**src/bsm_pkg.sv**
```systemverilog
// ----------------------------------------------------------------------------
// bsm_pkg
// Shared widths, codes and types for the backing-store map table.
// ----------------------------------------------------------------------------
package bsm_pkg;

    // field widths
    localparam int SLOT_W  = 4;
    localparam int PID_W   = 6;
    localparam int VADDR_W = 32;
    localparam int FPAGE_W = 20;
    localparam int NPAGE_W = 9;
    localparam int OFFS_W  = 8;
    localparam int OWNER_W = 7;
    localparam int BASE_W  = 21;
    localparam int CMP_W   = 24;   // page compare width, holds base + count

    // defaults for top-level parameters
    localparam int DEF_TABLE_ENTRIES = 8;
    localparam int DEF_PAGE_BYTES    = 4096;

    localparam logic [NPAGE_W-1:0] MAX_PAGES  = 9'd256;
    localparam logic [OWNER_W-1:0] OWNER_NONE = 7'h7F;
    localparam logic [BASE_W-1:0]  BASE_NONE  = 21'h1F_FFFF;

    // command codes
    localparam logic [2:0] CMD_ALLOC   = 3'd0;
    localparam logic [2:0] CMD_RELEASE = 3'd1;
    localparam logic [2:0] CMD_LOOKUP  = 3'd2;
    localparam logic [2:0] CMD_MAP     = 3'd3;
    localparam logic [2:0] CMD_UNMAP   = 3'd4;

    typedef struct packed {
        logic               mapped;
        logic [OWNER_W-1:0] owner;
        logic [BASE_W-1:0]  base;
        logic [NPAGE_W-1:0] pages;
    } t_entry;

    localparam t_entry ENTRY_RESET = '{
        mapped: 1'b0,
        owner:  OWNER_NONE,
        base:   BASE_NONE,
        pages:  '0
    };

    typedef enum logic [1:0] {
        WR_RELEASE,
        WR_MAP,
        WR_UNMAP
    } t_wr_kind;

    typedef struct packed {
        logic               en;
        t_wr_kind           kind;
        logic [SLOT_W-1:0]  idx;
        logic [OWNER_W-1:0] owner;
        logic [BASE_W-1:0]  base;
        logic [NPAGE_W-1:0] pages;
    } t_tbl_wr;

    typedef struct packed {
        logic              hit;
        logic [OFFS_W-1:0] offset;
    } t_match;

endpackage

```
**src/bsm_table.sv**
```systemverilog
// ----------------------------------------------------------------------------
// bsm_table
// Entry register file: one read port at the scan index, one write port.
// ----------------------------------------------------------------------------
module bsm_table #(
    parameter int ENTRIES = bsm_pkg::DEF_TABLE_ENTRIES,
    parameter int IDX_W   = 3
) (
    input  logic             i_clk,
    input  logic             i_rst_n,
    input  logic [IDX_W-1:0] i_rd_idx,
    input  bsm_pkg::t_tbl_wr i_wr,
    output bsm_pkg::t_entry  o_entry
);

    bsm_pkg::t_entry  r_tbl [ENTRIES];
    logic [IDX_W-1:0] wr_idx;

    assign wr_idx  = i_wr.idx[IDX_W-1:0];
    assign o_entry = r_tbl[i_rd_idx];

    always_ff @(posedge i_clk) begin
        if (!i_rst_n) begin
            for (int e = 0; e < ENTRIES; e++) begin
                r_tbl[e] <= bsm_pkg::ENTRY_RESET;
            end
        end else if (i_wr.en) begin
            case (i_wr.kind)
                bsm_pkg::WR_RELEASE: begin
                    r_tbl[wr_idx] <= bsm_pkg::ENTRY_RESET;
                end
                bsm_pkg::WR_MAP: begin
                    r_tbl[wr_idx].mapped <= 1'b1;
                    r_tbl[wr_idx].owner  <= i_wr.owner;
                    r_tbl[wr_idx].base   <= i_wr.base;
                    r_tbl[wr_idx].pages  <= i_wr.pages;
                end
                bsm_pkg::WR_UNMAP: begin
                    r_tbl[wr_idx].mapped <= 1'b0;
                end
                default: begin
                end
            endcase
        end
    end

endmodule

```
**src/bsm_match.sv**
```systemverilog
// ----------------------------------------------------------------------------
// bsm_match
// Shared compare unit: tests one entry against the current command.
// ----------------------------------------------------------------------------
module bsm_match (
    input  logic [2:0]                  i_cmd,
    input  bsm_pkg::t_entry             i_entry,
    input  logic [bsm_pkg::PID_W-1:0]   i_pid,
    input  logic [bsm_pkg::CMP_W-1:0]   i_page,
    input  logic [bsm_pkg::FPAGE_W-1:0] i_fpage,
    output bsm_pkg::t_match             o_match
);

    logic [bsm_pkg::CMP_W-1:0] lo;
    logic [bsm_pkg::CMP_W-1:0] hi;
    logic [bsm_pkg::CMP_W-1:0] diff;
    logic                      owner_eq;

    assign lo       = bsm_pkg::CMP_W'(i_entry.base);
    assign hi       = lo + bsm_pkg::CMP_W'(i_entry.pages);
    assign diff     = i_page - lo;
    assign owner_eq = (i_entry.owner == {1'b0, i_pid});

    always_comb begin
        o_match = '0;
        case (i_cmd)
            bsm_pkg::CMD_ALLOC: begin
                o_match.hit = !i_entry.mapped;
            end
            bsm_pkg::CMD_LOOKUP: begin
                o_match.hit    = i_entry.mapped && owner_eq &&
                                 (i_page >= lo) && (i_page < hi);
                o_match.offset = diff[bsm_pkg::OFFS_W-1:0];
            end
            bsm_pkg::CMD_UNMAP: begin
                // flag state is not part of the unmap match
                o_match.hit = owner_eq && (i_entry.base == {1'b0, i_fpage});
            end
            default: begin
            end
        endcase
    end

endmodule

```
**src/backing_store_map_table_core.sv**
```systemverilog
// ----------------------------------------------------------------------------
// backing_store_map_table_core
// Table of backing-store mappings with allocate, release, lookup, map and
// unmap commands, walked one entry per cycle by a small sequencer.
// ----------------------------------------------------------------------------
// Usage:
//   Input channel  i_valid / o_stall carries one command word (cmd, proc_id,
//   virt_addr, first_page, slot, page_count). Output channel o_valid / i_stall
//   returns one result word (status, found_slot, page_offset) per command.
//   Allocate, lookup and unmap scan the table from entry 0 through a single
//   compare unit, one entry per cycle, and stop at the first hit or after the
//   last entry; a miss answers an error. Release and map write one entry in
//   the write state and then answer.
//   One command is in flight at a time: o_stall is high from accept until the
//   result word is taken, and the sequencer passes through the idle state
//   before the next accept.
//   When the receiver stalls, the result word holds on the outputs and no
//   new command is taken.
//   Reset (synchronous, active low) empties the table: every
//   entry unmapped, no owner, no page, zero pages. The channels go idle.
//   PAGE_BYTES must be a power of two (the block does not check this); the page is virt_addr shifted right.
// ----------------------------------------------------------------------------
module backing_store_map_table_core #(
    parameter int TABLE_ENTRIES = bsm_pkg::DEF_TABLE_ENTRIES,
    parameter int PAGE_BYTES    = bsm_pkg::DEF_PAGE_BYTES
) (
    input  logic                          i_clk,
    input  logic                          i_rst_n,
    // command channel
    input  logic                          i_valid,
    output logic                          o_stall,
    input  logic [2:0]                    i_cmd,
    input  logic [bsm_pkg::PID_W-1:0]     i_proc_id,
    input  logic [bsm_pkg::VADDR_W-1:0]   i_virt_addr,
    input  logic [bsm_pkg::FPAGE_W-1:0]   i_first_page,
    input  logic [bsm_pkg::SLOT_W-1:0]    i_slot,
    input  logic [bsm_pkg::NPAGE_W-1:0]   i_page_count,
    // result channel
    output logic                          o_valid,
    input  logic                          i_stall,
    output logic                          o_status,
    output logic [bsm_pkg::SLOT_W-1:0]    o_found_slot,
    output logic [bsm_pkg::OFFS_W-1:0]    o_page_offset
);

    localparam int IDX_W    = (TABLE_ENTRIES > 1) ? $clog2(TABLE_ENTRIES) : 1;
    localparam int PG_SHIFT = $clog2(PAGE_BYTES);

    typedef enum logic [1:0] {
        S_IDLE,
        S_SCAN,
        S_WRITE,
        S_DONE
    } t_state;

    t_state                          r_state;
    logic [2:0]                      r_cmd;
    logic [bsm_pkg::PID_W-1:0]       r_pid;
    logic [bsm_pkg::CMP_W-1:0]       r_page;
    logic [bsm_pkg::FPAGE_W-1:0]     r_fpage;
    logic [bsm_pkg::SLOT_W-1:0]      r_slot;
    logic [bsm_pkg::NPAGE_W-1:0]     r_npages;
    logic [IDX_W-1:0]                r_idx;
    logic                            r_valid;
    logic                            r_status;
    logic [bsm_pkg::SLOT_W-1:0]      r_found;
    logic [bsm_pkg::OFFS_W-1:0]      r_offset;

    bsm_pkg::t_entry                 entry;
    bsm_pkg::t_match                 match;
    bsm_pkg::t_tbl_wr                tbl_wr;
    logic                            slot_ok;
    logic                            last_idx;
    logic                            wr_cmd;

    assign slot_ok  = ({1'b0, r_slot} < (bsm_pkg::SLOT_W + 1)'(TABLE_ENTRIES));
    assign last_idx = (r_idx == IDX_W'(TABLE_ENTRIES - 1));
    assign wr_cmd   = (r_cmd == bsm_pkg::CMD_RELEASE) || (r_cmd == bsm_pkg::CMD_MAP);

    bsm_table #(
        .ENTRIES (TABLE_ENTRIES),
        .IDX_W   (IDX_W)
    ) u_table (
        .i_clk    (i_clk),
        .i_rst_n  (i_rst_n),
        .i_rd_idx (r_idx),
        .i_wr     (tbl_wr),
        .o_entry  (entry)
    );

    bsm_match u_match (
        .i_cmd   (r_cmd),
        .i_entry (entry),
        .i_pid   (r_pid),
        .i_page  (r_page),
        .i_fpage (r_fpage),
        .o_match (match)
    );

    // table write: release/map in the write state, flag clear on unmap hit
    always_comb begin
        tbl_wr       = '0;
        tbl_wr.owner = {1'b0, r_pid};
        tbl_wr.base  = {1'b0, r_fpage};
        tbl_wr.pages = r_npages;
        tbl_wr.idx   = r_slot;
        tbl_wr.kind  = bsm_pkg::WR_MAP;
        if (r_state == S_WRITE && slot_ok) begin
            case (r_cmd)
                bsm_pkg::CMD_RELEASE: begin
                    tbl_wr.en   = 1'b1;
                    tbl_wr.kind = bsm_pkg::WR_RELEASE;
                end
                bsm_pkg::CMD_MAP: begin
                    tbl_wr.en   = 1'b1;
                    tbl_wr.kind = bsm_pkg::WR_MAP;
                end
                default: begin
                end
            endcase
        end else if (r_state == S_SCAN && r_cmd == bsm_pkg::CMD_UNMAP && match.hit) begin
            tbl_wr.en   = 1'b1;
            tbl_wr.kind = bsm_pkg::WR_UNMAP;
            tbl_wr.idx  = bsm_pkg::SLOT_W'(r_idx);
        end
    end

    // sequencer and result register
    always_ff @(posedge i_clk) begin
        if (!i_rst_n) begin
            r_state <= S_IDLE;
            r_valid <= 1'b0;
        end else begin
            case (r_state)
                S_IDLE: begin
                    if (i_valid) begin
                        r_cmd    <= i_cmd;
                        r_pid    <= i_proc_id;
                        r_page   <= bsm_pkg::CMP_W'(i_virt_addr >> PG_SHIFT);
                        r_fpage  <= i_first_page;
                        r_slot   <= i_slot;
                        r_npages <= (i_page_count > bsm_pkg::MAX_PAGES) ?
                                    bsm_pkg::MAX_PAGES : i_page_count;
                        r_idx    <= '0;
                        if (i_cmd inside {bsm_pkg::CMD_ALLOC, bsm_pkg::CMD_LOOKUP,
                                          bsm_pkg::CMD_UNMAP}) begin
                            r_state <= S_SCAN;
                        end else begin
                            r_state <= S_WRITE;
                        end
                    end
                end
                S_SCAN: begin
                    if (match.hit) begin
                        r_status <= 1'b0;
                        r_found  <= bsm_pkg::SLOT_W'(r_idx);
                        r_offset <= match.offset;
                        r_valid  <= 1'b1;
                        r_state  <= S_DONE;
                    end else if (last_idx) begin
                        r_status <= 1'b1;
                        r_found  <= '0;
                        r_offset <= '0;
                        r_valid  <= 1'b1;
                        r_state  <= S_DONE;
                    end else begin
                        r_idx <= r_idx + IDX_W'(1);
                    end
                end
                S_WRITE: begin
                    // unknown codes also land here and answer an error
                    if (slot_ok && wr_cmd) begin
                        r_status <= 1'b0;
                        r_found  <= r_slot;
                    end else begin
                        r_status <= 1'b1;
                        r_found  <= '0;
                    end
                    r_offset <= '0;
                    r_valid  <= 1'b1;
                    r_state  <= S_DONE;
                end
                S_DONE: begin
                    if (!i_stall) begin
                        r_valid <= 1'b0;
                        r_state <= S_IDLE;
                    end
                end
                default: begin
                    r_state <= S_IDLE;
                    r_valid <= 1'b0;
                end
            endcase
        end
    end

    assign o_stall       = (r_state != S_IDLE);
    assign o_valid       = r_valid;
    assign o_status      = r_status;
    assign o_found_slot  = r_found;
    assign o_page_offset = r_offset;

    // error answers carry no slot and no offset
    a_err_zero: assert property (@(posedge i_clk) disable iff (!i_rst_n)
        (o_valid && o_status) |-> (o_found_slot == '0 && o_page_offset == '0))
        else $error("error result with nonzero slot or offset");

    // a pending result keeps the command side closed
    a_busy_while_valid: assert property (@(posedge i_clk) disable iff (!i_rst_n)
        o_valid |-> o_stall)
        else $error("command accepted while result pending");

    // a successful answer names a slot inside the table
    a_slot_in_range: assert property (@(posedge i_clk) disable iff (!i_rst_n)
        (o_valid && !o_status) |->
        ({1'b0, o_found_slot} < (bsm_pkg::SLOT_W + 1)'(TABLE_ENTRIES)))
        else $error("success with slot outside table");

    // no result can appear in the cycle right after an accept
    a_min_latency: assert property (@(posedge i_clk) disable iff (!i_rst_n)
        (i_valid && !o_stall) |=> !o_valid)
        else $error("result too early after accept");

endmodule
```
**config.mk**
```make
export PLATFORM = sky130hd
export DESIGN_NAME = backing_store_map_table_core
export DESIGN_NICKNAME = d
export VERILOG_FILES = /design/src/bsm_pkg.sv /design/src/bsm_table.sv /design/src/bsm_match.sv /design/src/backing_store_map_table_core.sv
export SDC_FILE = /design/constraint.sdc
export NUM_CORES = 1
export LEC_CHECK = 0
export BUFFER_PORTS_ARGS = -buffer_cell sky130_fd_sc_hd__buf_2
export CAP_MARGIN = 25
export CORE_MARGIN = 5
export CORE_UTILIZATION = 27
export CTS_CLUSTER_DIAMETER = 200
export CTS_CLUSTER_SIZE = 14
export DETAILED_ROUTE_END_ITERATION = 12
export PLACE_DENSITY = 0.5
export SLEW_MARGIN = 20
export SYNTH_ARGS = -nofsm -noshare
export SYNTH_HDL_FRONTEND = slang
export SYNTH_HIERARCHICAL = 1
export SYNTH_SLANG_ARGS = --single-unit
export TNS_END_PERCENT = 20
```
**constraint.sdc**
```tcl
create_clock -name i_clk -period 11.88 [get_ports i_clk]
set_input_delay 1.188 -clock i_clk [delete_from_list [all_inputs] [get_ports i_clk]]
set_output_delay 1.188 -clock i_clk [all_outputs]
set_load 0.01 [all_outputs]
```
Yosys cells after proc, flatten, opt, wreduce, memory -nomap -nowiden
Memory sizes are Yosys's and may differ from the RTL's. A register that Yosys moved wholly into a read port is not among the register bits.
Index checks and enable logic that the tools add are counted.
{"block": "totals", "regBits": 81, "ram_bits": 304, "input_bits": 78, "out_inout_bits": 15, "wordCells": 121, "n_memories": 1}
{"block": "classes", "n_addsub": 3, "n_lt_le_gt_ge": 4, "eq_ne": 19, "mux": 52, "bitwise_logic": 5, "reduce_logical": 25}
{"name": "u_table.r_tbl", "words": 8, "word_bits": 38, "read_ports": 1, "rd_ports_with_merged_regs": 1, "wr": 8, "line": "bsm_table.sv:16", "rtl": "bsm_pkg::t_entry r_tbl [ENTRIES];"}
{"op": "38-bit 2-to-1 mux", "count": 1}
{"op": "38-bit OR reduction", "count": 1}
{"op": "8-bit 2-to-1 mux", "count": 3}
{"op": "21-bit by 9-bit adder with 22-bit output", "count": 1}
{"op": "20-bit by 22-bit < comparator with 1-bit output", "count": 1}
{"op": "21-bit by 20-bit == test with 1-bit output", "count": 1}
{"op": "20-bit by 21-bit greater-or-equal comparator with 1-bit output", "count": 1}
{"op": "21-bit 2-to-1 mux", "count": 1}
{"op": "3-bit 2-to-1 mux", "count": 7}
{"op": "1-bit 2-to-1 mux", "count": 20}
{"op": "4-bit 2-to-1 mux", "count": 4}
{"op": "8-bit one-hot mux with 2 select lines", "count": 1}
{"op": "7-bit 2-to-1 mux", "count": 2}
{"op": "3-bit one-hot mux with 2 select lines", "count": 2}
{"op": "3-bit AND reduction", "count": 4}
{"op": "2-bit 2-to-1 mux", "count": 5}
{"op": "3-bit by 2-bit == test with 1-bit output (second input constant)", "count": 3}
{"op": "3-bit == test (second input constant)", "count": 3}
{"op": "9-bit > comparator (second input constant)", "count": 1}
{"op": "9-bit 2-to-1 mux", "count": 1}
{"op": "1-bit logical AND", "count": 8}
{"op": "2-bit inequality test (second input constant)", "count": 4}
{"op": "2-bit one-hot mux with 4 select lines", "count": 1}
{"op": "4-bit one-hot mux with 2 select lines", "count": 1}
{"op": "18 further kinds", "count": 31}

Logic depth before layout (Yosys ltp)
Gate-level depths: netlist of the first run.
{"block": "depth", "word_depth": 17, "depth_mapped": 26, "ltp_nobuf": 21}

By module
The synthesis of the first run kept the hierarchy.
{"module": "bsm_table", "instances": 1, "cells_per_inst": 847, "area_each_um2": 13788.2, "seq_area_each_um2": 9128.8}
{"module": "backing_store_map_table_core", "instances": 1, "cells_per_inst": 152, "area_each_um2": 2905.3, "seq_area_each_um2": 2402.3}
{"module": "bsm_match", "instances": 1, "cells_per_inst": 314, "area_each_um2": 2294.7, "seq_area_each_um2": 0.0}

Worst setup path before layout of the first run
No wires, ideal clock.
{"block": "synth_path", "path_type": "reg2reg", "start": "register r_idx[0]", "end": "memory u_table/r_tbl[2][0] (netlist bit), enable pin", "setup_time_ns": 0.483, "arrival_time_ns": 8.531, "required_time_ns": 11.397, "slack_ns": 2.866, "path_stages_with_launch": 26, "n_path_buf": 4, "period_less_slack_ns": 9.014, "cell_sequence": "edfxtp_1 > clkbuf_1 > buf_6 > buf_6 > mux4_2 > mux2_2 > ha_1 > fa_1 > a21o_1 > a21oi_1 > o21ai_0 > a31oi_2 > nor3_1 > xnor2_1 > ha_1 > a21oi_1 > nand2_1 > a21oi_1 > a31oi_1 > o31ai_1 > nand4_1 > a21o_1 > mux2_4 > or3b_1 > clkbuf_1 > o21ai_0"}
{"element": "from (decl)", "line": "backing_store_map_table_core.sv:63", "rtl": "logic [IDX_W-1:0] r_idx;"}
{"element": "from (signal assigned)", "line": "backing_store_map_table_core.sv:167", "rtl": "r_idx <= r_idx + IDX_W'(1);"}
{"element": "to (decl)", "line": "bsm_table.sv:16"}

==> metrics, run 1 <==
status finished, final reports clean; Leak Pwr 0.00655 uW; Hold-fix buffers, CTS 0; starting density of the core 27.2%; DRT iter0 DRCs 775; placer congestion estimate 0.734; crit-path max FO 34; Placeable Area 69900 um2; clock slew at reported path FFs 0.07 ns; Peak Freq 109 MHz; share of cells above drive strength 1 20.7%; first-pass GRT wire length 76000 um; Finish-stage setup viols 0; DRC errors left 0; critical path class flop to flop; CTS tree yes; final non-filler cell area 21400 um2; Tot GR Track Use 13.2%; HP Start o_valid$_SDFFE_PN0P_; CP endpoint kind flop; initial antenna violation count 1; Via density 4.84; Routed Wire Length 50800 um; clock root buffer clkbuf_16; Cell Rows 97; placed cell area 20600 um2; DR vias 11308; CP max stage delay 0.95 ns; Worst Setup SP r_idx[0]$_SDFFCE_PP0P_; Cells after Synth 1312; CP Launch Type flop; maximum root-to-sink buffer count 3; per-cell routed wire length 21.7 um; Cell Chain, Critical Path buf_4 -> mux4_2 -> mux2_2 -> ha_1 -> fa_1 -> a21o_1 -> a21oi_1 -> o21ai_0 -> a31oi_2 -> nor2_1 -> xnor2_1 -> ha_1 -> a21o_1 -> a21o_1 -> a21oi_1 -> o21ai_0 -> o31ai_1 -> nand4_1 -> a21o_1 -> mux2_4 -> or3b_2 -> o21ai_4 -> buf_4; RR Startpoint r_idx[0]$_SDFFCE_PP0P_; synthesis-to-layout area growth 12.8%; Power Density 154 nW/um2; cts repair resizes 0; die height 275 um; pin count of the biggest net entering global routing 131; drt pass-1 iters 5; RSZ-0062 raised after global routing no; crit share post-route 77.1%; Post-DRT Antenna Nets 0; grt ovf 0; Maximum Capacitance Violations 0; max-slew violations 0; Top cell by count, worst path a21o_1; number of global-route vias before repair 11737; insertion delay to the later sink of the worst-skew pair 0.59 ns; DP Wirelength 31200 um; Buffers on Ports 80; worst clock skew 0.0184 ns; postcts setup bufs 0; I/O pin count 93; synthesized area 19000 um2; Setup TNS 0 ns; H-tree levels 1; Die Wd 275 um; VDD IR max 117 uV; clk sinks 385; Fin. Hold Viols 0; Avg Cell Area, Syn 14.5 um2; warning count from the yosys run 6; Arr. time, crit path 9.43 ns; Num CTS Buffers 31; slowest stage cell on the critical path o21ai_4; min Tclk post-route 9.16 ns; die area 75700 um2; Max transition margin 30.2%; Min-Delay Path Class flop to flop; critical path required time 12.14 ns; Worst Max-Slew Pin Slew 1.04 ns; Final #Nets 1520
[metrics by stage]
step | setup WS (ns) | utilization [%] | cells | power (uW) | hold slack (ns)
3_5_place_dp | 2.69 | 29.4 | 2289 | 2390 | 0.509
4_1_cts | 2.62 | 30.6 | 2334 | 3350 | 0.518
6_report | 2.72 | 30.6 | 2337 | 3300 | 0.519
5_1_grt | 2.15 | 30.6 | 2335 | 3480 | 0.538
2_1_floorplan | 2.90 | - | 1338 | 2170 | 0.511
3_3_place_gp | 2.54 | 29.4 | 2288 | 2380 | 0.493
[layout make-up]
class / count / area [um2]
Fill cell: 7044 / 48500
Sequential cell: 385 / 11500
Multi-Input combinational cell: 821 / 7100
Tap cell: 940 / 1180
Clock buffer: 43 / 821
Timing Repair Buffer: 109 / 638
Inverter: 35 / 131
Clock inverter: 2 / 17.5
Antenna cell: 2 / 5.00
[state kept, by name, summed over array words and instances, names as in the netlist]
register       cells
r_pid              6
r_fpage           20
r_npages           9
o_page_offset      8
r_state            2
o_status           1
r_idx              3
r_page            20
u_table/r_tbl    304
r_cmd              3
r_slot             4
o_found_slot       4
o_valid            1
[power by group]
group	internal [uW]	switching [uW]	leakage [uW]	total [uW]
Sequential	1550	53.2	0.00309	1610
Combinational	296	454	0.00306	750
Clock	475	468	0.000405	944
Total	2320	976	0.00655	3300
[cell usage in the layout (no fill, tap or decap), types with 34 or more instances in the layout]
master and count:
nor2_1 39, xnor2_1 34, mux4_2 76, inv_1 35
buf_2 80, mux2_2 38, or3_1 225, edfxtp_1 382
ha_1 57, and3_1 75
[layer usage]
metal / share of wire, % / track usage, %
met3: 3.9 / 1.87
met2: 51 / 23.3
met1: 43 / 17.1
met4: 2.5 / 3.61
met5: 0 / 0
[final timing paths]
| path | cells after the start | to | slack [ns] |
|---|---|---|---|
| min | 2 | o_valid$_SDFFE_PN0P_ | 0.52 |
| max | 23 | u_table/r_tbl[4][25]$_SDFFCE_PN1P_ | 2.72 |
| max reg2reg | 23 | u_table/r_tbl[4][25]$_SDFFCE_PN1P_ | 2.72 |
| min reg2reg | 2 | o_valid$_SDFFE_PN0P_ | 0.52 |
[worst max-delay path: cells and delay by family, from the launching register on]
kind	cells	cell delay [ns]
DFF	1	0.41
adders and majority gates	3	0.81
buffers and inverters	2	1.06
xor gates and xnor gates	1	0.15
muxes	3	1.38
AOI/OAI and AO/OA	11	3.80
and+or+nand+nor	3	1.16
(Power assumes the default switching activity.)
==> run 2, diff against run 1 <==
Clock period 11.88 ns to 8.95 ns, I/O delays scaled along.
==> metrics, run 2 (synthesis gave the netlist of run 1 again) <==
status finished, final reports clean; terminus of the critical flop-to-flop path u_table/r_tbl[7][30]$_SDFFCE_PN1P_; largest registers u_table/r_tbl: 304 flops, r_fpage: 20 flops, r_page: 20 flops; flop2flop setup slack 1.29 ns; Fin. Hold Viols 0; Net Sw Frac 29.8%; Internal 3100 uW; pin count of the biggest net entering global routing 90; critical path required time 9.29 ns; DR vias 11402; clock slew at reported path FFs 0.08 ns; WHS 0.455 ns; Arr. time, crit path 8.00 ns; Util after Layout 31.0%; Tot GR Track Use 13.3%; Top cell by count, worst path a21o_1; crit share post-route 85.6%; Post-DRT Antenna Nets 0; initial antenna violation count 0; CP endpoint kind flop; I/O pin count 93; Buffers on Ports 80; HP Start i_virt_addr[20]; VDD IR max 150 uV; CP max stage delay 0.86 ns; RSZ-0062 raised after global routing no; Num CTS Buffers 31; CP Buf/Inv Count 3; Worst Max-Slew Pin Slew 0.796 ns; Via density 4.85; Leak Pwr 0.00668 uW; H-tree levels 1; worst hold path depth 1; ANT cells 0; commonest non-fill, non-tap cell in the layout edfxtp_1; DP Wirelength 31600 um; Final #Nets 1538; placer congestion estimate 0.775; Peak Freq 131 MHz; min Tclk post-route 7.66 ns; Most flops, register u_table/r_tbl; Clock Power Share 28.7%; Maximum Capacitance Violations 0; Combinational Power Share 23.0%; final non-filler cell area 21700 um2; share of cells above drive strength 1 21.5%; critical path class flop to flop; Placeable Area 69900 um2; CP Launch Type flop; most frequent cells in the layout edfxtp_1 (382), or3_1 (225), buf_2 (80), mux4_2 (76), and3_1 (75); Finish-stage setup viols 0; grt ovf 0; starting density of the core 27.2%; max reg flops 304; first-pass GRT wire length 76900 um; Die Wd 275 um; CTS tree yes; crit-path max FO 16; placed cell area 20800 um2; RR Startpoint r_idx[0]$_SDFFCE_PP0P_; clock root buffer clkbuf_16; Hold-fix buffers, CTS 0; drt pass-1 iters 5; Tot Pwr 4420 uW; die area 75700 um2; DRC errors left 0; worst clock skew 0.0211 ns; Fillers 7019; max-slew violations 0; slowest stage cell on the critical path edfxtp_1; postcts setup bufs 0; number of global-route vias before repair 11963; clk sinks 385; synthesis-to-layout area growth 14.1%; P_sw 1320 uW; Cell Rows 97; per-cell routed wire length 21.8 um; Routed Wire Length 51400 um; Flop pwr share 48.3%; maximum root-to-sink buffer count 3; Power Density 204 nW/um2; DRT iter0 DRCs 750; Max transition margin 46.7%; Cell Chain, Critical Path buf_4 -> mux4_2 -> mux2_2 -> ha_1 -> a21o_1 -> a31oi_2 -> nor2_1 -> a311oi_1 -> ha_1 -> a21o_1 -> a21o_1 -> a21oi_1 -> o21ai_0 -> o31ai_1 -> buf_4 -> nand4_1 -> a21o_1 -> mux2_4 -> nand3_1 -> buf_4 -> or3_1; Endpoint, Worst Hold r_page[8]$_DFFE_PP_; die height 275 um; cts repair resizes 0; reg2reg path depth 21; insertion delay to the later sink of the worst-skew pair 0.61 ns; Top Family by Delay on Critical Path compound AO/OA/AOI/OAI gates; Min-Delay Path Class primary input to flop
## run 2: cell count changes in the layout (fill, tap and decap cells not counted), moves of 2 or more
| cell | delta |
|---|---|
| or3b_1 | +3 |
| diode_2 | -2 |
| buf_12 | +10 |
| buf_4 | +9 |
| or3b_2 | -3 |
## run 2: layout make-up
| cell class | count | area [um2] | area share [%] |
|---|---|---|---|
| repair buffers | 127 | 878 | 4.06 |
| flip-flops and latches | 385 | 11500 | 53.2 |
| clock inverters | 2 | 28.8 | 0.133 |
| multi-input cells | 821 | 7100 | 32.8 |
| well taps | 940 | 1180 | 5.43 |
| clock buffers | 42 | 817 | 3.77 |
| inverters | 35 | 131 | 0.607 |
## run 2: through the flow
step	setup slack (ns)	TNS [ns]	instances
floorplan	-0.0312	-3.26	1338
global placement	1.23	0	2306
detailed placement	1.20	0	2308
CTS	1.13	0	2352
global route	0.775	0	2352
finish	1.29	0	2352
## run 2: worst max path at each step
stage          cells past startpoint                   start                                 end
2_1_floorplan                     25  r_idx[0]$_SDFFCE_PP0P_   u_table/r_tbl[4][0]$_SDFFCE_PN0P_
5_1_grt                           23  r_idx[0]$_SDFFCE_PP0P_  u_table/r_tbl[7][17]$_SDFFCE_PN1P_
4_1_cts                           21  r_idx[0]$_SDFFCE_PP0P_  u_table/r_tbl[7][30]$_SDFFCE_PN1P_
3_5_place_dp                      21  r_idx[0]$_SDFFCE_PP0P_  u_table/r_tbl[7][30]$_SDFFCE_PN1P_
3_3_place_gp                      23  r_idx[0]$_SDFFCE_PP0P_  u_table/r_tbl[7][10]$_SDFFCE_PN1P_
6_report                          21  r_idx[0]$_SDFFCE_PP0P_  u_table/r_tbl[7][30]$_SDFFCE_PN1P_
## run 2: layer usage
layer	vias up	share of wire, %	track usage (%)
li1	5298	-	-
met1	5833	44	17.4
met2	216	50	23.5
met3	55	4.4	2.06
met4	0	1.8	2.68
met5	-	0	0
## run 2: power by group through the flow
stage	Combinational, uW	Clock (uW)	Sequential (uW)
after floorplan	717	0	2160
after global placement	1010	0	2180
after detailed placement	1030	0	2180
after CTS	1030	1310	2140
after global routing	1120	1380	2150
final	1020	1270	2130
